## src/brq_pkg.sv

```systemverilog
`default_nettype none

package brq_pkg;

  // Field widths of the two channels.
  localparam int CMD_W   = 2;
  localparam int LEN_W   = 13;
  localparam int BYTE_W  = 8;
  localparam int ST_W    = 2;
  localparam int FREE_W  = 13;
  localparam int MS_W    = 8;

  // Default sizing.
  localparam int DEPTH_DEF        = 4096;
  localparam int BYTES_PER_MS_DEF = 32;
  localparam int MAX_READ_DEF     = 64;

  // Item commands.
  typedef enum logic [CMD_W-1:0] {
    CMD_WRITE = 2'd0,
    CMD_READ  = 2'd1,
    CMD_CLEAR = 2'd2
  } cmd_t;

  // Result status codes.
  typedef enum logic [ST_W-1:0] {
    ST_OK      = 2'd0,
    ST_BAD_ARG = 2'd1,
    ST_FULL    = 2'd2,
    ST_EMPTY   = 2'd3
  } st_t;

  // Read sequencer states.
  typedef enum logic {
    RS_IDLE = 1'b0,
    RS_RUN  = 1'b1
  } run_state_t;

  // Result descriptor handed from the controller to the output buffer.
  typedef struct packed {
    st_t  status;
    logic last;
    logic from_mem;
  } res_t;

endpackage

`default_nettype wire

```

## src/brq_outbuf.sv

```systemverilog
`default_nettype none

module brq_outbuf #(
  parameter int DEPTH        = brq_pkg::DEPTH_DEF,
  parameter int BYTES_PER_MS = brq_pkg::BYTES_PER_MS_DEF,
  parameter int CNT_W        = $clog2(DEPTH + 1)
) (
  input  wire logic                        clk,
  input  wire logic                        rst_n,
  input  wire logic                        s1_valid,
  input  brq_pkg::res_t                    s1_res,
  input  wire logic [brq_pkg::BYTE_W-1:0]  rdata,
  input  wire logic [CNT_W-1:0]            held,
  output logic                             room,
  output logic                             out_valid,
  input  wire logic                        out_stall,
  output logic      [brq_pkg::ST_W-1:0]    out_status,
  output logic      [brq_pkg::BYTE_W-1:0]  out_read_byte,
  output logic                             out_last,
  output logic      [brq_pkg::FREE_W-1:0]  out_free_bytes,
  output logic      [brq_pkg::MS_W-1:0]    out_queued_ms
);
  import brq_pkg::*;

  // held / BYTES_PER_MS as a multiply by a rounded-up reciprocal, exact for held < 2**CNT_W.
  localparam int    SH     = CNT_W + $clog2(BYTES_PER_MS);
  localparam longint MUL_L = ((longint'(1) <<< SH) + longint'(BYTES_PER_MS) - 1)
                             / longint'(BYTES_PER_MS);
  localparam int    MUL_W  = CNT_W + 2;
  localparam int    PW     = ((SH + MS_W) > (CNT_W + MUL_W)) ? (SH + MS_W) : (CNT_W + MUL_W);
  localparam logic [PW-1:0] MUL = PW'(MUL_L);
  localparam int    FW     = (CNT_W > FREE_W) ? CNT_W : FREE_W;

  logic [ST_W-1:0]   st_q   [2];
  logic [BYTE_W-1:0] byte_q [2];
  logic              last_q [2];
  logic [FREE_W-1:0] free_q [2];
  logic [MS_W-1:0]   ms_q   [2];

  logic       wr_idx_r, wr_idx_nxt;
  logic       rd_idx_r, rd_idx_nxt;
  logic [1:0] cnt_r, cnt_nxt;
  logic       pop;
  logic [PW-1:0] prod;
  logic [FW-1:0] free_w;

  assign pop  = out_valid && !out_stall;
  // Space for one more result counting the one already in flight.
  assign room = ({1'b0, cnt_r} + {2'b00, s1_valid}) < (3'd2 + {2'b00, pop});

  assign prod   = PW'(held) * MUL;
  assign free_w = FW'(DEPTH) - FW'(held);

  // Occupancy and index update.
  always_comb begin
    wr_idx_nxt = s1_valid ? ~wr_idx_r : wr_idx_r;
    rd_idx_nxt = pop ? ~rd_idx_r : rd_idx_r;
    cnt_nxt    = cnt_r + {1'b0, s1_valid} - {1'b0, pop};
  end

  always_ff @(posedge clk) begin
    if (!rst_n) begin
      wr_idx_r <= 1'b0;
      rd_idx_r <= 1'b0;
      cnt_r    <= '0;
    end else begin
      wr_idx_r <= wr_idx_nxt;
      rd_idx_r <= rd_idx_nxt;
      cnt_r    <= cnt_nxt;
    end
  end

  // Result entry written when the store data arrives.
  always_ff @(posedge clk) begin
    if (s1_valid) begin
      st_q[wr_idx_r]   <= s1_res.status;
      byte_q[wr_idx_r] <= s1_res.from_mem ? rdata : '0;
      last_q[wr_idx_r] <= s1_res.last;
      free_q[wr_idx_r] <= free_w[FREE_W-1:0];
      ms_q[wr_idx_r]   <= prod[SH +: MS_W];
    end
  end

  assign out_valid      = (cnt_r != '0);
  assign out_status     = st_q[rd_idx_r];
  assign out_read_byte  = byte_q[rd_idx_r];
  assign out_last       = last_q[rd_idx_r];
  assign out_free_bytes = free_q[rd_idx_r];
  assign out_queued_ms  = ms_q[rd_idx_r];

endmodule

`default_nettype wire

```

## config.mk

```make
export PLATFORM = sky130hd
export DESIGN_NAME = brq_outbuf
export DESIGN_NICKNAME = d
export VERILOG_FILES = /design/src/brq_pkg.sv /design/src/brq_outbuf.sv
export SDC_FILE = /design/constraint.sdc
export NUM_CORES = 1
export LEC_CHECK = 0
export BUFFER_PORTS_ARGS = -buffer_cell sky130_fd_sc_hd__buf_2
export CAP_MARGIN = 5
export CORE_UTILIZATION = 35
export CTS_CLUSTER_DIAMETER = 40
export CTS_CLUSTER_SIZE = 12
export DETAILED_ROUTE_END_ITERATION = 12
export SYNTH_ARGS = -nofsm -noshare
export SYNTH_HDL_FRONTEND = slang
export SYNTH_SLANG_ARGS = --single-unit
```

## constraint.sdc

```tcl
create_clock -name clk -period 3 [get_ports clk]
set_input_delay 0.15 -clock clk [delete_from_list [all_inputs] [get_ports clk]]
set_output_delay 0.15 -clock clk [all_outputs]
set_load 0.02 [all_outputs]
```

==> reports/qor.csv <==
stage,metric,value,unit
pwr,p_per_area,739.5,mW/mm^2
cts,cts_resized,0,
pwr,power.net_switching,0.7584,mW
grt,grt_pass1_wl,7721,um
min_path,hold_path.class,input port to register,
timing,setup_viol,0,
pwr,total_power,2.651,mW
finish,antennaDiodeCount,0,
yosys,yosysSeqAreaShare,70.17,%
placed_design,gp_congestion,0.6826,
yosys,synth_area_per_cell,16.95,um^2
setup_path,worstSetupStartpointType,register,
timing,min_period_over_period,64.15,%
yosys,yosysTopAreaCell,edfxtp_1,
grt,grt_usage,12.36,%
route,avgRoutedWirePerCell,14.01,um
grt,antenna_found_initial,0,
setup_path,crit_arrival,1.77,ns
timing,layout_min_cycle_time,1.925,ns
pwr,p_sw_share,28.61,%
route,top_layer,met4,
setup_path,path_class,register to output port,
finish,fillCellCount,755,
route,wl_met3,198,um
yosys,syn-num-nets,205,
route,drtIter0Drc,24,
yosys,synth_area,0.002882,mm^2
timing,whs,0.02480,ns
timing,finalSetupTns,0,ns
cts,clockBufferDepth,2,
finish,drive_above_1_share,43.37,%
route,wl_met1,2190,um
route,routed_via_density,4.547,
die,core,0.007848,mm^2
cts,cts_sinks,69,
timing,rsz0062_at_grt,false,
setup_path,crit_chain,buf_12 > mux2_2 > buf_2,
grt,grt_pass1_vias,1591,
pwr,intPower,1.892,mW
pwr,p_seq_share,44.3,%
cts,cts_tree,done,
timing,finClkSkew,0.004672,ns
cts,clock_latency,0.34,ns
route,vias,1596,
setup_path,cpMaxStageDelayCell,dfxtp_1,
grt,grt_overflow,0,
setup_path,crit_path_max_incr_delay,0.65,ns
yosys,ys_ff_latch,69,
timing,finalHoldViolCount,0,
die,dieWidth,92.74,um
finish,utilization,45.68,%
route,ant_nets,0,
pwr,vdd_ir_drop_max,0.3125,mV
die,pin_count,63,
placed_design,port_buffers,62,
timing,slew_headroom,32.61,%
setup_path,path_buf_inv,2,
cts,cts-root-buf,clkbuf_8,
route,finalWirelength,4916,um
pwr,pwr-share-clk,30.5,%
timing,fmax,519.6,MHz
yosys,synth_area_leaders,"edfxtp_1 (67%), mux2_2 (9.8%), dfxtp_1 (3.5%)",
pwr,combPwrFrac,25.3,%
min_path,min_path_cells,1,
die,num_rows,32,
setup_path,path_max_fanout,23,
die,die_area,0.008600,mm^2
timing,finalMaxSlewViolations,0,
setup_path,worst_setup_path_end_kind,output port,
yosys,ys_types,26,
setup_path,cp_top_family,flip-flops,
route,firstDrtPassIters,3,
die,initial_utilization,36.72,%
finish,synthToLayoutAreaGrowth,24.40,%
pwr,p_leak,1.346,nW
grt,grt_max_degree,34,
setup_path,cp.depth,3,
yosys,synth_top_area_share,66.70,%
run_status,run_status,"complete, no violations",
cts,cts_setup_buffers,0,
yosys,yosysWarnings,0,
route,wl_met2,2402,um
cts,h-tree-depth,3,
cts,cts.clk_slew.worst_paths,0.07,ns
timing,tightest_slew,1.009,ns
setup_path,rr_worst_depth,8,
die,die_height,92.74,um
cts,numCtsBuffers,9,
setup_path,critPathRequiredTime,2.85,ns
yosys,synthCells,170,
finish,nNetsFinal,279,
route,drc,0,
placed_design,dp_hpwl,3290,um
run,drv_cap,0,
[worst register-to-register path, cell delays in order (launching register included)]
cell      delay (ns)
dfxtp_1         0.34
o21bai_1        0.26
inv_1           0.08
ha_1            0.27
inv_1           0.04
ha_1            0.17
xnor2_1         0.13
xnor2_1         0.12
and2_1          0.15
[power groups by stage]
stage	Clock [mW]	Combinational [mW]	Sequential, mW
6_report	0.808	0.669	1.17
5_1_grt	0.864	0.728	1.18
4_1_cts	0.829	0.687	1.18
3_5_place_dp	0	0.680	1.20
3_3_place_gp	0	0.676	1.20
2_1_floorplan	0	0.493	1.17
[registers in the layout (all words and copies together), names as in the netlist, named ones only]
name / cells
byte_q: 16
cnt_r: 2
free_q: 26
last_q: 2
ms_q: 16
rd_idx_r: 1
st_q: 4
wr_idx_r: 1
[cells by family after synthesis]
family          synth area share, %
flops                         70.17
xor+xnor                      3.951
buf+inv                       1.693
compound gates                1.042
mux                           12.51
fa+ha+maj                     2.605
simple gates                  8.034
[synth_stat cells]
| master | number |
|---|---|
| nor3_2 | 1 |
| dfxtp_1 | 5 |
| nor4_4 | 1 |
| clkbuf_1 | 1 |
| xnor2_1 | 6 |
| edfxtp_1 | 64 |
| inv_1 | 6 |
| nor4b_2 | 1 |
| and2_1 | 13 |
| nand2_1 | 2 |
| nor4_1 | 1 |
| xor2_1 | 7 |
| nor2b_1 | 2 |
| ha_1 | 6 |
| mux2_2 | 25 |
| nor3_1 | 2 |
| mux2_1 | 7 |
| buf_4 | 3 |
| o21bai_1 | 1 |
| o21a_1 | 2 |
| nand3_1 | 2 |
| nand4_1 | 1 |
| nand4b_1 | 2 |
| nor2_1 | 7 |
| nand3b_1 | 1 |
| a21boi_0 | 1 |
[stage by stage]
| step | worst slack [ns] | instance area (um^2) | cells |
|---|---|---|---|
| floorplan | 0.7975 | 2882 | 170 |
| global placement | 1.361 | 3341 | 332 |
| detailed placement | 1.317 | 3341 | 332 |
| CTS | 0.9968 | 3585 | 351 |
| global route | 0.9594 | 3585 | 351 |
| finish | 1.075 | 3585 | 351 |
[layer usage]
layer	vias up	global-route usage [%]
met5	-	0
met4	0	8.077
met3	10	2.791
met2	35	19.81
met1	772	14.92
li1	779	-
[final timing paths]
kind	slack [ns]	start	end
setup / recovery	1.08	register	out_free_bytes[6]
hold / removal	0.02	held[12]	ms_q[0][7]
setup reg to reg	1.33	cnt_r[0]	cnt_r[1]
hold reg to reg	0.59	rd_idx_r	register
[timing repair]
item / in CTS / in global routing
endpoints found under the setup margin: 0 / 0
hold buffers: 3 / 0
hold endpoints to repair: 6 / 0
[cells in the final DEF (no fill, tap or decap), types with 3 or more instances in the layout]
master          n
ha_1            6
buf_2          62
mux2_1          7
inv_1           6
nor2_1          7
mux2_2         25
edfxtp_1       64
and2_1         13
xnor2_1         6
dlygate4sd3_1   3
dfxtp_1         5
xor2_1          7
clkbuf_8        9
[cell type report]
cell class / instances / area (um^2) / share of cell area (%)
inverters: 6 / 22.52 / 0.6283
multi-input cells: 91 / 818.3 / 22.83
well taps: 102 / 127.6 / 3.560
clock inverters: 7 / 90.09 / 2.513
clock buffers: 9 / 123.9 / 3.456
flip-flops and latches: 69 / 2022 / 56.40
repair buffers: 67 / 380.4 / 10.61
No activity file was read; power rests on OpenSTA's default activity.
