**config.mk**
```make
export PLATFORM = sky130hd
export DESIGN_NAME = brq_ctrl
export DESIGN_NICKNAME = d
export VERILOG_FILES = /design/src/brq_pkg.sv /design/src/brq_ctrl.sv
export SDC_FILE = /design/constraint.sdc
export NUM_CORES = 1
export LEC_CHECK = 0
export BUFFER_PORTS_ARGS = -buffer_cell sky130_fd_sc_hd__buf_2
export CORE_MARGIN = 1.5
export CORE_UTILIZATION = 23
export CTS_BUF_LIST = sky130_fd_sc_hd__clkbuf_4 sky130_fd_sc_hd__clkbuf_8
export CTS_CLUSTER_DIAMETER = 120
export CTS_CLUSTER_SIZE = 14
export DETAILED_ROUTE_END_ITERATION = 12
export PLACE_DENSITY = 0.45
export SYNTH_ARGS = -nofsm -noshare
export SYNTH_HDL_FRONTEND = slang
export SYNTH_SLANG_ARGS = --single-unit
```
**constraint.sdc**
```tcl
create_clock -name clk -period 11.24 [get_ports clk]
set_input_delay 2.248 -clock clk [delete_from_list [all_inputs] [get_ports clk]]
set_output_delay 2.248 -clock clk [all_outputs]
set_load 0.03 [all_outputs]
```
**src/brq_pkg.sv**
```systemverilog
`default_nettype none

package brq_pkg;

  // Field widths of the two channels.
  localparam int CMD_W   = 2;
  localparam int LEN_W   = 13;
  localparam int BYTE_W  = 8;
  localparam int ST_W    = 2;
  localparam int FREE_W  = 13;
  localparam int MS_W    = 8;

  // Default sizing.
  localparam int DEPTH_DEF        = 4096;
  localparam int BYTES_PER_MS_DEF = 32;
  localparam int MAX_READ_DEF     = 64;

  // Item commands.
  typedef enum logic [CMD_W-1:0] {
    CMD_WRITE = 2'd0,
    CMD_READ  = 2'd1,
    CMD_CLEAR = 2'd2
  } cmd_t;

  // Result status codes.
  typedef enum logic [ST_W-1:0] {
    ST_OK      = 2'd0,
    ST_BAD_ARG = 2'd1,
    ST_FULL    = 2'd2,
    ST_EMPTY   = 2'd3
  } st_t;

  // Read sequencer states.
  typedef enum logic {
    RS_IDLE = 1'b0,
    RS_RUN  = 1'b1
  } run_state_t;

  // Result descriptor handed from the controller to the output buffer.
  typedef struct packed {
    st_t  status;
    logic last;
    logic from_mem;
  } res_t;

endpackage

`default_nettype wire

```
**src/brq_ctrl.sv**
```systemverilog
`default_nettype none

module brq_ctrl #(
  parameter int DEPTH    = brq_pkg::DEPTH_DEF,
  parameter int MAX_READ = brq_pkg::MAX_READ_DEF,
  parameter int PTR_W    = $clog2(DEPTH),
  parameter int CNT_W    = $clog2(DEPTH + 1)
) (
  input  wire logic                        clk,
  input  wire logic                        rst_n,
  input  wire logic                        in_valid,
  output logic                             in_stall,
  input  wire logic [brq_pkg::CMD_W-1:0]   in_cmd,
  input  wire logic                        in_burst_start,
  input  wire logic [brq_pkg::LEN_W-1:0]   in_transfer_length,
  input  wire logic [brq_pkg::BYTE_W-1:0]  in_data_byte,
  input  wire logic                        room,
  output logic                             mem_we,
  output logic      [PTR_W-1:0]            mem_waddr,
  output logic      [brq_pkg::BYTE_W-1:0]  mem_wdata,
  output logic                             mem_re,
  output logic      [PTR_W-1:0]            mem_raddr,
  output logic                             s1_valid,
  output brq_pkg::res_t                    s1_res,
  output logic      [CNT_W-1:0]            held
);
  import brq_pkg::*;

  localparam int CMP_W = (CNT_W > LEN_W) ? CNT_W : LEN_W;
  localparam int RUN_W = $clog2(MAX_READ + 1);

  run_state_t       state_r, state_nxt;
  logic [PTR_W-1:0] rd_ptr_r, rd_ptr_nxt;
  logic [PTR_W-1:0] wr_ptr_r, wr_ptr_nxt;
  logic [CNT_W-1:0] held_r, held_nxt;
  logic [LEN_W-1:0] burst_rem_r, burst_rem_nxt;
  logic             burst_ref_r, burst_ref_nxt;
  logic [RUN_W-1:0] run_left_r, run_left_nxt;
  logic             s1_valid_r, s1_valid_nxt;
  res_t             s1_res_r, s1_res_nxt;

  logic             acc;
  logic             run_go;
  logic             rd_len_bad;
  logic             rd_len_short;
  logic             read_go;
  logic [CMP_W-1:0] len_x;
  logic [CMP_W-1:0] held_x;
  logic [CMP_W-1:0] free_x;
  logic [PTR_W-1:0] wr_ptr_inc;
  logic [PTR_W-1:0] rd_ptr_inc;

  // One item at a time; a read run holds off the next item.
  assign in_stall = (state_r != RS_IDLE) || !room;
  assign acc      = in_valid && !in_stall;
  assign run_go   = (state_r == RS_RUN) && room;

  assign len_x  = CMP_W'(in_transfer_length);
  assign held_x = CMP_W'(held_r);
  assign free_x = CMP_W'(DEPTH) - held_x;

  assign rd_len_bad   = (in_transfer_length == '0) ||
                        (in_transfer_length > LEN_W'(MAX_READ));
  assign rd_len_short = len_x > held_x;
  assign read_go      = acc && (cmd_t'(in_cmd) == CMD_READ) && !rd_len_bad && !rd_len_short;

  // Pointer wrap for any depth.
  assign wr_ptr_inc = (wr_ptr_r == PTR_W'(DEPTH - 1)) ? '0 : wr_ptr_r + 1'b1;
  assign rd_ptr_inc = (rd_ptr_r == PTR_W'(DEPTH - 1)) ? '0 : rd_ptr_r + 1'b1;

  // Queue state update and store accesses.
  always_comb begin
    rd_ptr_nxt    = rd_ptr_r;
    wr_ptr_nxt    = wr_ptr_r;
    held_nxt      = held_r;
    burst_rem_nxt = burst_rem_r;
    burst_ref_nxt = burst_ref_r;
    run_left_nxt  = run_left_r;
    s1_valid_nxt  = 1'b0;
    s1_res_nxt    = '{status: ST_OK, last: 1'b1, from_mem: 1'b0};
    mem_we        = 1'b0;
    mem_re        = 1'b0;

    if (acc) begin
      s1_valid_nxt = 1'b1;
      case (cmd_t'(in_cmd))
        CMD_WRITE: begin
          if (in_burst_start) begin
            burst_rem_nxt = '0;
            burst_ref_nxt = 1'b0;
            if (in_transfer_length == '0) begin
              s1_res_nxt.status = ST_BAD_ARG;
            end else if (len_x > free_x) begin
              burst_rem_nxt     = in_transfer_length - 1'b1;
              burst_ref_nxt     = 1'b1;
              s1_res_nxt.status = ST_FULL;
            end else begin
              burst_rem_nxt = in_transfer_length - 1'b1;
              mem_we        = 1'b1;
              wr_ptr_nxt    = wr_ptr_inc;
              held_nxt      = held_r + 1'b1;
            end
          end else if (burst_rem_r == '0) begin
            s1_res_nxt.status = ST_BAD_ARG;
          end else begin
            burst_rem_nxt = burst_rem_r - 1'b1;
            if (burst_ref_r || (held_x >= CMP_W'(DEPTH))) begin
              s1_res_nxt.status = ST_FULL;
            end else begin
              mem_we     = 1'b1;
              wr_ptr_nxt = wr_ptr_inc;
              held_nxt   = held_r + 1'b1;
            end
          end
        end
        CMD_READ: begin
          if (rd_len_bad) begin
            s1_res_nxt.status = ST_BAD_ARG;
          end else if (rd_len_short) begin
            s1_res_nxt.status = ST_EMPTY;
          end else begin
            mem_re              = 1'b1;
            rd_ptr_nxt          = rd_ptr_inc;
            held_nxt            = held_r - CNT_W'(in_transfer_length);
            run_left_nxt        = RUN_W'(in_transfer_length - 1'b1);
            s1_res_nxt.last     = (in_transfer_length == LEN_W'(1));
            s1_res_nxt.from_mem = 1'b1;
          end
        end
        CMD_CLEAR: begin
          rd_ptr_nxt    = '0;
          wr_ptr_nxt    = '0;
          held_nxt      = '0;
          burst_rem_nxt = '0;
          burst_ref_nxt = 1'b0;
        end
        default: begin
          s1_res_nxt.status = ST_BAD_ARG;
        end
      endcase
    end else if (run_go) begin
      // Remaining bytes of a read run, one store read per cycle while the output buffer has room.
      s1_valid_nxt        = 1'b1;
      mem_re              = 1'b1;
      rd_ptr_nxt          = rd_ptr_inc;
      run_left_nxt        = run_left_r - 1'b1;
      s1_res_nxt.last     = (run_left_r == RUN_W'(1));
      s1_res_nxt.from_mem = 1'b1;
    end
  end

  // Read sequencer next state.
  always_comb begin
    state_nxt = state_r;
    case (state_r)
      RS_IDLE: begin
        if (read_go && (in_transfer_length != LEN_W'(1))) begin
          state_nxt = RS_RUN;
        end
      end
      RS_RUN: begin
        if (run_go && (run_left_r == RUN_W'(1))) begin
          state_nxt = RS_IDLE;
        end
      end
      default: begin
        state_nxt = RS_IDLE;
      end
    endcase
  end

  // Control registers.
  always_ff @(posedge clk) begin
    if (!rst_n) begin
      state_r     <= RS_IDLE;
      rd_ptr_r    <= '0;
      wr_ptr_r    <= '0;
      held_r      <= '0;
      burst_rem_r <= '0;
      burst_ref_r <= 1'b0;
      run_left_r  <= '0;
      s1_valid_r  <= 1'b0;
    end else begin
      state_r     <= state_nxt;
      rd_ptr_r    <= rd_ptr_nxt;
      wr_ptr_r    <= wr_ptr_nxt;
      held_r      <= held_nxt;
      burst_rem_r <= burst_rem_nxt;
      burst_ref_r <= burst_ref_nxt;
      run_left_r  <= run_left_nxt;
      s1_valid_r  <= s1_valid_nxt;
    end
  end

  // Result descriptor travels alongside the store read.
  always_ff @(posedge clk) begin
    s1_res_r <= s1_res_nxt;
  end

  assign mem_waddr = wr_ptr_r;
  assign mem_wdata = in_data_byte;
  assign mem_raddr = rd_ptr_r;
  assign s1_valid  = s1_valid_r;
  assign s1_res    = s1_res_r;
  assign held      = held_r;

endmodule

`default_nettype wire

```
==> results.ini, run 1 <==
[critical_path]
worstPathArrival_ns = 4.81
timing.critical_path.slowest_cell_delay_ns = 0.50
crit_chain = buf_2 > inv_1 > ha_1 > nor2b_1 > o31ai_1 > a21oi_1 > o41ai_2 > buf_4 > o31a_1 > inv_1 > buf_2
critical_path.startpoint_type = input pin
worst_ep_required_time_ns = 8.99
crit_path_max_fanout = 9
critical-path-slowest-cell = sky130_fd_sc_hd__o31ai_1
endpoint_kind = output pin
category_of_the_most_critical_setup_path = in -> out

[floorplanning]
fp.dieW_um = 155
placementRows = 55
floorplan.die_area_um2 = 23900
die_y_um = 155
core_region_area_um2 = 22600
start_util_pct = 23.4
ioPinCount = 81

[placement]
placement.io_buffers = 64
hpwl_mm = 12.8
detailed_place.area_um2 = 5800
gp_congestion = 0.830
detailedPlace.worstSlack_ns = 4.18

[sta]
setup_viol = 0
final.setup_skew_ns = 0.0170
layout_setup_ws_ns = 4.18
finalHoldWorstSlack_ns = 0.475
worst_slew_pin_slew_ns = 0.934
totalNegativeSetupSlack_ns = 0
timing.final.hold_violations = 0
rsz0062_at_grt = false
final_period_minus_worst_setup_slack_ns = 7.06
final.period_utilization_pct = 62.8
timing.slew.headroom_pct = 37.7
report.final.slew_viol_count = 0
max_clock_freq_mhz = 142

[yosys]
synth.area.top_cells = sky130_fd_sc_hd__dfxtp_1 24%, sky130_fd_sc_hd__ha_1 9.2%, sky130_fd_sc_hd__a21oi_1 6.0%
netlist_instances = 710
post_synth_num_cell_types = 72
synth-edff-count = 0
ys.warnings.count = 0
synthDominantAreaCellType = sky130_fd_sc_hd__dfxtp_1
synth_async_sr_flop_share_pct = 0
mappedNetlistNets = 778
syn_area_um2 = 5300
synth_top_cell_area_share_pct = 24.2
flops_latches_synth = 64
synthMostInstantiatedCell = sky130_fd_sc_hd__nand2_1
synthTopCellsByCount = 74 x sky130_fd_sc_hd__nand2_1, 64 x sky130_fd_sc_hd__a21oi_1, 64 x sky130_fd_sc_hd__dfxtp_1
leading_register_cell_type_out_of_synthesis = sky130_fd_sc_hd__dfxtp_1
synth-seq-area-share_pct = 24.2
average_size_of_a_mapped_cell_um2 = 7.46

[global_routing]
maximum_number_of_pins_on_one_net_before_global_route_repair = 38
antenna_found_initial = 0
grt_overflow_total = 0
wire_length_of_the_first_global_routing_pass_mm = 27.7
groute.usage.overall_pct = 14.7
vias_in_the_first_global_route = 5036

[flow_run]
cap_violations = 0

[final_layout]
sequential_cell_area_um2 = 1280
stdcell_area_um2 = 6000
insertedDiodeCount = 0
area_of_the_multi_input_gates_um2 = 3670
fin_nets = 813
fill_cells = 2478
syn_to_final_growth_pct = 13.3
fraction_of_layout_instances_using_a_drive_strength_above_1_pct = 14.0

[routing]
route.detailed.wl_per_inst_um = 16.9
route.antenna.remaining_nets = 0
vias_per_cell = 5.18
first_iter_violations = 383
remaining_drc_errors = 0
finalWirelength_mm = 17.5
dr_total_vias = 5363
detailedRoute.firstPassIterationCount = 5

[cts]
numCtsBuffers = 9
cts_max_level = 3
clkSlewWorstSetupHoldPaths_ns = 0.08
cts_sinks = 64
cts.hold.buffers_added = 0
max-clock-path-buffers = 2
post_cts_setup_buffers = 0
tritoncts = built
clkLatencyLatePin_ns = 0.38
cts.repair.resized = 0
root_buffer = sky130_fd_sc_hd__clkbuf_8

[pwr]
vdd.ir_drop.worst_uv = 37.1
power.density_nw_per_um2 = 99.0
cell_leakage_power_nw = 2.40

[outcome]
outcome = finished, final reports clean

[worst_hold_path]
hold_class = reg -> reg

registers in the layout, summed over array words and instances, names as in the netlist:
signal       cells
s1_res           4
burst_rem_r     13
state_r          1
run_left_r       7
mem_raddr       12
mem_waddr       12
held            13
burst_ref_r      1
s1_valid         1
final timing paths:
kind / start / end / slack [ns] / cells past startpoint
max: in_transfer_length[1] / mem_re / 4.18 / 11
min: run_left_r[1]$_SDFFE_PN0P_ / run_left_r[1]$_SDFFE_PN0P_ / 0.48 / 2
max reg2reg: held[0]$_SDFFE_PN0P_ / mem_waddr[0]$_SDFFE_PN0P_ / 6.78 / 16
min reg2reg: run_left_r[1]$_SDFFE_PN0P_ / run_left_r[1]$_SDFFE_PN0P_ / 0.48 / 2
layout make-up:
| class | instances | area share (%) |
|---|---|---|
| Clock buffer | 9 | 2.06 |
| Clock inverter | 7 | 1.19 |
| Inverter | 32 | 2.00 |
| Multi-Input combinational cell | 567 | 61.2 |
| Sequential cell | 64 | 21.4 |
| Tap cell | 285 | 5.94 |
| Timing Repair Buffer | 71 | 6.21 |
power breakdown:
group	total (mW)	internal, mW	switching [mW]
Sequential	0.236	0.230	0.00565
Combinational	0.143	0.0516	0.0913
Clock	0.215	0.102	0.113
routing by layer:
layer	share of wire [%]	global-route usage [%]	up-vias
met5	0	0	-
met4	2.1	5.40	0
met3	3.9	2.80	24
met2	45	23.7	108
met1	49	19.5	2544
li1	-	-	2687
logic make-up (layout without fill, tap and decap cells):
family | count (synthesis) | in the layout | synth area share [%]
XOR/XNOR | 30 | 30 | 4.96
buffers and inverters | 79 | 119 | 6.45
AO/OA/AOI/OAI | 213 | 213 | 27.2
adder cells (fa/ha/maj) | 40 | 40 | 9.59
flip-flops | 64 | 64 | 24.2
multiplexers | 3 | 3 | 0.567
AND/OR/NAND/NOR | 281 | 281 | 27.0
cells in the final DEF, fill, tap and decap left out, types with 6 or more instances in the layout:
| cell type | count |
|---|---|
| sky130_fd_sc_hd__nand2_1 | 74 |
| sky130_fd_sc_hd__a21oi_1 | 64 |
| sky130_fd_sc_hd__dfxtp_1 | 64 |
| sky130_fd_sc_hd__buf_2 | 64 |
| sky130_fd_sc_hd__nor2_1 | 57 |
| sky130_fd_sc_hd__ha_1 | 39 |
| sky130_fd_sc_hd__inv_1 | 32 |
| sky130_fd_sc_hd__nand3_1 | 30 |
| sky130_fd_sc_hd__o21ai_0 | 30 |
| sky130_fd_sc_hd__nor3_1 | 27 |
| sky130_fd_sc_hd__xnor2_1 | 20 |
| sky130_fd_sc_hd__o21a_1 | 14 |
| sky130_fd_sc_hd__and3_1 | 12 |
| sky130_fd_sc_hd__o31ai_1 | 11 |
| sky130_fd_sc_hd__nor4_1 | 11 |
| sky130_fd_sc_hd__o22ai_1 | 11 |
| sky130_fd_sc_hd__or3_1 | 10 |
| sky130_fd_sc_hd__xor2_1 | 10 |
| sky130_fd_sc_hd__or4_1 | 9 |
| sky130_fd_sc_hd__clkbuf_8 | 9 |
| sky130_fd_sc_hd__nand2b_1 | 8 |
| sky130_fd_sc_hd__nand4_1 | 8 |
| sky130_fd_sc_hd__a31oi_1 | 8 |
| sky130_fd_sc_hd__a211oi_1 | 8 |
| sky130_fd_sc_hd__nand3b_1 | 7 |
| sky130_fd_sc_hd__buf_4 | 7 |
| sky130_fd_sc_hd__a21o_1 | 6 |
| sky130_fd_sc_hd__o32ai_1 | 6 |
worst max-delay path, delay by kind of cell:
kind            cells  cell delay [ns]
buf+inv             5             0.93
fa+ha+maj           1             0.26
simple gates        1             0.14
compound gates      4             1.24
through the flow:
stage / instances / power (mW) / util [%]
2_1_floorplan: 710 / 0.348 / -
4_1_cts: 1035 / 0.603 / 26.5
3_3_place_gp: 1019 / 0.385 / 25.6
3_5_place_dp: 1019 / 0.384 / 25.6
6_report: 1035 / 0.594 / 26.5
5_1_grt: 1035 / 0.629 / 26.5
No activity file was read; power rests on OpenSTA's default activity.
==> run 2, diff against run 1 <==
--- a/config.mk
+++ b/config.mk
@@ -12,7 +12,7 @@
 export CTS_CLUSTER_DIAMETER = 120
 export CTS_CLUSTER_SIZE = 14
 export DETAILED_ROUTE_END_ITERATION = 12
-export PLACE_DENSITY = 0.45
+export PLACE_DENSITY = 0.46
 export SYNTH_ARGS = -nofsm -noshare
 export SYNTH_HDL_FRONTEND = slang
 export SYNTH_SLANG_ARGS = --single-unit
==> constraint.sdc (replaced) <==
create_clock -name clk -period 6.2 [get_ports clk]
set_input_delay 1.24 -clock clk [delete_from_list [all_inputs] [get_ports clk]]
set_output_delay 1.24 -clock clk [all_outputs]
set_load 0.03 [all_outputs]
==> run 2 against run 1 <==
Largest cell class unchanged. Critical path depth grew 5. Global-route usage grew 0.15 points. Sequential share of layout area shrank 0.075 points. Highest routed layer unchanged. Largest power group is now the clock network.
==> results.ini, run 2 (same netlist as run 1, synthesis figures left out) <==
[sta]
final.period_utilization_pct = 88.8
setup_viol = 0  ; unchanged
rsz0062_at_grt = false
finalHoldWorstSlack_ns = 0.471  ; -0.00392 ns
totalNegativeSetupSlack_ns = 0  ; unchanged
max_clock_freq_mhz = 182
worst_slew_pin_slew_ns = 0.918  ; -0.0158 ns
report.final.slew_viol_count = 0  ; unchanged
timing.final.hold_violations = 0  ; unchanged
final.setup_skew_ns = 0.0202  ; +0.00318 ns
final_period_minus_worst_setup_slack_ns = 5.51
timing.slew.headroom_pct = 38.8  ; +1.1 points

[global_routing]
wire_length_of_the_first_global_routing_pass_mm = 28.3  ; +2.1%
grt_overflow_total = 0  ; unchanged
maximum_number_of_pins_on_one_net_before_global_route_repair = 48  ; +26%
vias_in_the_first_global_route = 5102  ; +1.3%
groute.usage.overall_pct = 14.9  ; +0.15 points
antenna_found_initial = 0  ; unchanged

[routing]
remaining_drc_errors = 0  ; unchanged
detailedRoute.firstPassIterationCount = 5  ; unchanged
dr_total_vias = 5365  ; +0.037%
route.detailed.wl_per_inst_um = 17.1  ; +0.82%
finalWirelength_mm = 17.7  ; +0.72%
vias_per_cell = 5.19  ; +0.13%
route.antenna.remaining_nets = 0  ; unchanged
first_iter_violations = 338  ; -12%

[critical_path]
worst_r2r_endpoint = mem_waddr[0]$_SDFFE_PN0P_
endpoint_kind = output pin
critical_path.startpoint_type = register
r2r_cells = 15  ; -1
category_of_the_most_critical_setup_path = reg -> out
crit_path_max_fanout = 8  ; -1
crit_path_frequent_cell = sky130_fd_sc_hd__nor2_1
worstPathArrival_ns = 4.27  ; -0.54 ns
worst_ep_required_time_ns = 4.96  ; -4.03 ns
crit_chain = inv_1 > ha_1 > nor3b_1 > nand3_1 > or2_2 > nor4_1 > xnor2_1 > ha_1 > nand4_1 > nor2_1 > a211oi_1 > a21oi_1 > nor2_1 > nor2_1 > nor4_1 > buf_2
timing.critical_path.slowest_cell_delay_ns = 0.45  ; -0.05 ns
worst_r2r_start = held[1]$_SDFFE_PN0P_
reg2reg_slack_ns = 1.57  ; -5.21 ns
critical-path-slowest-cell = sky130_fd_sc_hd__nor3b_1

[cts]
max-clock-path-buffers = 2  ; unchanged
clkLatencyLatePin_ns = 0.38  ; about the same
cts_max_level = 3  ; unchanged
post_cts_setup_buffers = 0  ; unchanged
numCtsBuffers = 9  ; unchanged
cts_sinks = 64  ; unchanged
root_buffer = sky130_fd_sc_hd__clkbuf_8
cts.hold.buffers_added = 0  ; unchanged
tritoncts = built
clkSlewWorstSetupHoldPaths_ns = 0.08  ; about the same
cts.repair.resized = 0  ; unchanged

[worst_hold_path]
whs_path_depth = 2  ; unchanged
min_delay_worst_endpoint = run_left_r[1]$_SDFFE_PN0P_
hold_path_startpoint = run_left_r[1]$_SDFFE_PN0P_
hold_class = reg -> reg

[floorplanning]
ioPinCount = 81  ; unchanged
core_region_area_um2 = 22600  ; unchanged
fp.dieW_um = 155  ; unchanged
placementRows = 55  ; unchanged
die_y_um = 155  ; unchanged
floorplan.die_area_um2 = 23900  ; unchanged
start_util_pct = 23.4  ; unchanged

[final_layout]
syn_to_final_growth_pct = 13.7
layout.cells.most_common = sky130_fd_sc_hd__nand2_1
fraction_of_layout_instances_using_a_drive_strength_above_1_pct = 13.9  ; -0.11 points
insertedDiodeCount = 0  ; unchanged
stdcell_area_um2 = 6020  ; +0.35%
fin_nets = 812  ; -0.12%
leading_cell_types_in_the_layout_fill_and_taps_excluded = 74 x sky130_fd_sc_hd__nand2_1, 64 x sky130_fd_sc_hd__a21oi_1, 64 x sky130_fd_sc_hd__dfxtp_1, 64 x sky130_fd_sc_hd__buf_2, 57 x sky130_fd_sc_hd__nor2_1
postLayoutCoreUtil_pct = 26.6  ; +0.094 points

[pwr]
power.density_nw_per_um2 = 187  ; +89%
cell_leakage_power_nw = 2.41  ; +0.39%
vdd.ir_drop.worst_uv = 66.9  ; +80%

[placement]
placement.io_buffers = 64  ; unchanged
gp_congestion = 0.840  ; +1.2%
detailed_place.area_um2 = 5800  ; -0.13%
hpwl_mm = 12.8  ; -0.18%

[outcome]
outcome = finished, final reports clean

[flow_run]
cap_violations = 0  ; unchanged

run 2: area by class of cell:
cell class | instances | area, µm²
Fill cell | 2487 | 16600
Multi-Input combinational cell | 567 | 3670
Sequential cell | 64 | 1280
Timing Repair Buffer | 70 | 365
Tap cell | 285 | 357
Clock buffer | 10 | 131
Inverter | 32 | 120
Clock inverter | 6 | 92.6
run 2: how the worst max path moves through the flow:
stage / from / to / slack, ns / cells after the start
after floorplan: held[0]$_SDFFE_PN0P_ / mem_we / 0.95 / 15
after global placement: held[0]$_SDFFE_PN0P_ / mem_we / 1.12 / 16
after detailed placement: held[0]$_SDFFE_PN0P_ / mem_we / 1.03 / 16
after CTS: held[1]$_SDFFE_PN0P_ / mem_we / 0.60 / 16
after global routing: held[1]$_SDFFE_PN0P_ / mem_we / 0.16 / 16
final: held[1]$_SDFFE_PN0P_ / mem_we / 0.69 / 16
run 2: report_power, final:
group,switching [mW],internal [mW],total (mW)
logic,0.167,0.0930,0.260
clock network,0.205,0.233,0.438
registers,0.0100,0.417,0.427
total,0.382,0.744,1.13
run 2: worst max-delay path, delay by kind of cell, from the launching register on:
kind,cells,cell delay [ns]
xor+xnor,1,0.17
simple gates,9,1.89
fa+ha+maj,2,0.43
buf+inv,2,0.38
flops,1,0.41
compound gates,2,0.60
run 2: metrics by stage:
stage,power (mW),setup slack (ns),std cells
2_1_floorplan,0.631,0.949,710
3_3_place_gp,0.697,1.12,1018
3_5_place_dp,0.696,1.03,1018
4_1_cts,1.14,0.595,1034
5_1_grt,1.19,0.163,1034
6_report,1.13,0.694,1034
run 2: layer usage:
layer,track usage (%),up-vias,wire length (µm)
met2,23.9,109,8130
met1,19.9,2558,8560
met3,2.91,20,633
met4,4.72,0,335
met5,0,-,0
li1,-,2678,-
==> run 3, diff against run 2 <==
--- a/config.mk
+++ b/config.mk
@@ -5,14 +5,15 @@
 export SDC_FILE = /design/constraint.sdc
 export NUM_CORES = 1
 export LEC_CHECK = 0
+export ABC_AREA = 1
 export BUFFER_PORTS_ARGS = -buffer_cell sky130_fd_sc_hd__buf_2
 export CORE_MARGIN = 1.5
-export CORE_UTILIZATION = 23
+export CORE_UTILIZATION = 55
 export CTS_BUF_LIST = sky130_fd_sc_hd__clkbuf_4 sky130_fd_sc_hd__clkbuf_8
 export CTS_CLUSTER_DIAMETER = 120
 export CTS_CLUSTER_SIZE = 14
 export DETAILED_ROUTE_END_ITERATION = 12
-export PLACE_DENSITY = 0.46
+export PLACE_DENSITY = 0.86
 export SYNTH_ARGS = -nofsm -noshare
 export SYNTH_HDL_FRONTEND = slang
 export SYNTH_SLANG_ARGS = --single-unit
==> run 3 against run 2 <==
Fmax up 16%. Power up 2.3%. Clock skew down 0.010 ns. Critical path depth down 1. Combinational power up 39%. Area after synthesis up 12%. Clock power down 21%. Flip-flop and latch count unchanged. Setup slack better by 0.75 ns. Design area up 5.5%. Sequential share of layout area down 1.1 points. Sequential power up 4%. Critical path type unchanged. Critical endpoint unchanged.
==> results.ini, run 3 <==
[cts]
clkLatencyLatePin_ns = 0.36  ; -0.02 ns
post_cts_setup_buffers = 0  ; unchanged
root_buffer = sky130_fd_sc_hd__clkbuf_8
tritoncts = built
cts_sinks = 64  ; unchanged
cts_max_level = 3  ; unchanged
cts.repair.resized = 0  ; unchanged
numCtsBuffers = 9  ; unchanged
cts.hold.buffers_added = 0  ; unchanged
clkSlewWorstSetupHoldPaths_ns = 0.08  ; about the same
max-clock-path-buffers = 2  ; unchanged

[yosys]
syn_area_um2 = 5920  ; +12%
mappedNetlistNets = 1055  ; +36%
synth_async_sr_flop_share_pct = 0  ; unchanged
leading_register_cell_type_out_of_synthesis = sky130_fd_sc_hd__dfxtp_1
synth.area.top_cells = sky130_fd_sc_hd__dfxtp_1 22%, sky130_fd_sc_hd__nand2_1 16%, sky130_fd_sc_hd__nor2_1 9.2%
synth-edff-count = 0  ; unchanged
synthMostInstantiatedCell = sky130_fd_sc_hd__nand2_1
synth-seq-area-share_pct = 21.7  ; -2.5 points
netlist_instances = 987  ; +39%
post_synth_num_cell_types = 47  ; -35%
average_size_of_a_mapped_cell_um2 = 5.99  ; -20%
synthDominantAreaCellType = sky130_fd_sc_hd__dfxtp_1
synthTopCellsByCount = 249 x sky130_fd_sc_hd__nand2_1, 145 x sky130_fd_sc_hd__nor2_1, 116 x sky130_fd_sc_hd__inv_1
flops_latches_synth = 64  ; unchanged
ys.warnings.count = 0  ; unchanged
synth_top_cell_area_share_pct = 21.7  ; -2.5 points

[sta]
setup_viol = 0  ; unchanged
timing.slew.headroom_pct = 31.0  ; -7.8 points
rsz0062_at_grt = false
timing.final.hold_violations = 0  ; unchanged
report.final.slew_viol_count = 0  ; unchanged
final_period_minus_worst_setup_slack_ns = 4.75  ; -0.752 ns
finalHoldWorstSlack_ns = 0.478  ; +0.00711 ns
totalNegativeSetupSlack_ns = 0  ; unchanged
final.setup_skew_ns = 0.0102  ; -0.0100 ns
max_clock_freq_mhz = 210  ; +16%
final.period_utilization_pct = 76.7  ; -12 points
worst_slew_pin_slew_ns = 1.03  ; +0.115 ns

[routing]
remaining_drc_errors = 0  ; unchanged
detail_route.wirelength.met1_mm = 6.77  ; -21%
finalWirelength_mm = 15.4  ; -13%
dr_wl_met3_mm = 1.05  ; +66%
dr_total_vias = 6338  ; +18%
detailedRoute.firstPassIterationCount = 5  ; unchanged
wl_met2_mm = 7.15  ; -12%
first_iter_violations = 433  ; +28%
routed.top_layer = met4
route.detailed.wl_per_inst_um = 13.2  ; -22%
route.antenna.remaining_nets = 0  ; unchanged
vias_per_cell = 5.45  ; +4.9%

[global_routing]
wire_length_of_the_first_global_routing_pass_mm = 25.8  ; -8.8%
grt_overflow_total = 0  ; unchanged
maximum_number_of_pins_on_one_net_before_global_route_repair = 32  ; -33%
groute.usage.overall_pct = 27.8  ; +13 points
vias_in_the_first_global_route = 5607  ; +9.9%
antenna_found_initial = 0  ; unchanged

[floorplanning]
floorplan.die_area_um2 = 11400  ; -52%
die_y_um = 107  ; -31%
placementRows = 37  ; -33%
core_region_area_um2 = 10400  ; -54%
fp.dieW_um = 107  ; -31%
ioPinCount = 81  ; unchanged
start_util_pct = 57.0  ; +34 points

[pwr]
share_clk_of_total_power_pct = 30.0  ; -8.9 points
power.density_nw_per_um2 = 181  ; -3.0%
switching_share_pct = 38.8  ; +4.9 points
seq_power_share_pct = 38.6  ; +0.6 points
p_int_uw = 704  ; -5.3%
pwr-share-comb_pct = 31.4  ; +8.3 points
power.switching_uw = 447  ; +17%
cell_leakage_power_nw = 3.05  ; +27%
vdd.ir_drop.worst_uv = 127  ; +89%

[final_layout]
insertedDiodeCount = 0  ; unchanged
leading_cell_types_in_the_layout_fill_and_taps_excluded = 249 x sky130_fd_sc_hd__nand2_1, 145 x sky130_fd_sc_hd__nor2_1, 116 x sky130_fd_sc_hd__inv_1
syn_to_final_growth_pct = 7.36
fill_cells = 1076  ; -57%
layout.cells.most_common = sky130_fd_sc_hd__nand2_1
fin_nets = 1091  ; +34%
fraction_of_layout_instances_using_a_drive_strength_above_1_pct = 12.0  ; -1.9 points
area_of_the_multi_input_gates_um2 = 3940  ; +7.4%
sequential_cell_area_um2 = 1280  ; unchanged
layoutNonFillerInstCount = 1164  ; +13%

[critical_path]
critical_path.startpoint_type = register
crit_chain = inv_1 > ha_1 > nand2_1 > nor3_1 > nand4_1 > xor2_1 > ha_1 > nand2_1 > nor2_1 > inv_1 > nor2_1 > nand3_1 > and2_1 > a211oi_1 > buf_2
worst_ep_required_time_ns = 4.96  ; about the same
crit_path_max_fanout = 8  ; unchanged
endpoint_kind = output pin
timing.critical_path.slowest_cell_delay_ns = 0.40  ; -0.05 ns
critical-path-slowest-cell = sky130_fd_sc_hd__dfxtp_1
category_of_the_most_critical_setup_path = reg -> out
worstPathArrival_ns = 3.51  ; -0.76 ns

[placement]
dp_cells = 1148  ; +13%
hpwl_mm = 11.5  ; -9.8%
placement.io_buffers = 64  ; unchanged
gp_congestion = 0.941  ; +12%

[outcome]
outcome = finished, final reports clean

[flow_run]
cap_violations = 0  ; unchanged

[worst_hold_path]
hold_class = reg -> reg

run 3: cell count changes in the layout (fill, tap and decap cells not counted), sizes merged, moves of 11 or more:
| cell | before | now |
|---|---|---|
| nand2 | 75 | 261 |
| nor2 | 57 | 159 |
| inv | 33 | 120 |
| nand3 | 31 | 77 |
| o21ai | 32 | 57 |
| xnor2 | 20 | 3 |
| o21a | 14 | 1 |
| xor2 | 10 | 23 |
| nor4 | 12 | 0 |
| o31ai | 11 | 0 |
run 3: logic make-up after synthesis:
family | Yosys count | share of synthesized area (%)
and+or+nand+nor | 547 | 40.7
AOI/OAI and AO/OA | 149 | 13.4
adders and majority gates | 40 | 8.59
muxes | 1 | 0.169
DFF | 64 | 21.7
xor gates and xnor gates | 26 | 3.85
buffers and inverters | 160 | 11.7
run 3: layout make-up:
type	instances	share of cell area [%]
multi-input cells	763	62.1
flip-flops and latches	64	20.2
inverters	121	7.15
repair buffers	64	5.04
well taps	136	2.68
clock buffers	10	2.17
clock inverters	6	0.690
run 3: path summary, 6_finish.rpt:
kind	start	endpoint	slack, ns	cells after the start
max	held[0]$_SDFFE_PN0P_	mem_we	1.45	15
min	run_left_r[5]$_SDFFE_PN0P_	run_left_r[5]$_SDFFE_PN0P_	0.48	2
max reg2reg	held[0]$_SDFFE_PN0P_	held[8]$_SDFFE_PN0P_	2.88	18
min reg2reg	run_left_r[5]$_SDFFE_PN0P_	run_left_r[5]$_SDFFE_PN0P_	0.48	2
run 3: through the flow:
step           instance area (µm²)  util (%)  power [mW]  setup WS, ns
3_3_place_gp                  6170      59.5       0.803          1.73
4_1_cts                       6350      61.2        1.15          1.44
5_1_grt                       6350      61.2        1.23          1.16
3_5_place_dp                  6170      59.5       0.811          1.71
6_report                      6350      61.2        1.15          1.45
2_1_floorplan                 5920         -       0.739          1.85
run 3: metal layers:
metal | track usage [%] | vias up
met5 | 0 | -
met4 | 12.8 | 0
met3 | 5.17 | 35
met2 | 45.7 | 226
met1 | 35.2 | 2847
li1 | - | 3230
run 3: power groups by stage:
| stage | Clock, mW | Combinational [mW] | Sequential (mW) |
|---|---|---|---|
| 4_1_cts | 0.348 | 0.360 | 0.444 |
| 6_report | 0.345 | 0.361 | 0.445 |
| 5_1_grt | 0.368 | 0.412 | 0.447 |
| 3_3_place_gp | 0 | 0.350 | 0.454 |
| 3_5_place_dp | 0 | 0.357 | 0.454 |
| 2_1_floorplan | 0 | 0.278 | 0.461 |
run 3: worst max-delay path, delay by kind of cell, from the launching register on:
family                   cells  cell delay (ns)
AND/OR/NAND/NOR              8             1.30
XOR/XNOR                     1             0.17
adder cells (fa/ha/maj)      2             0.48
flip-flops                   1             0.40
AO/OA/AOI/OAI                1             0.33
buffers and inverters        3             0.46
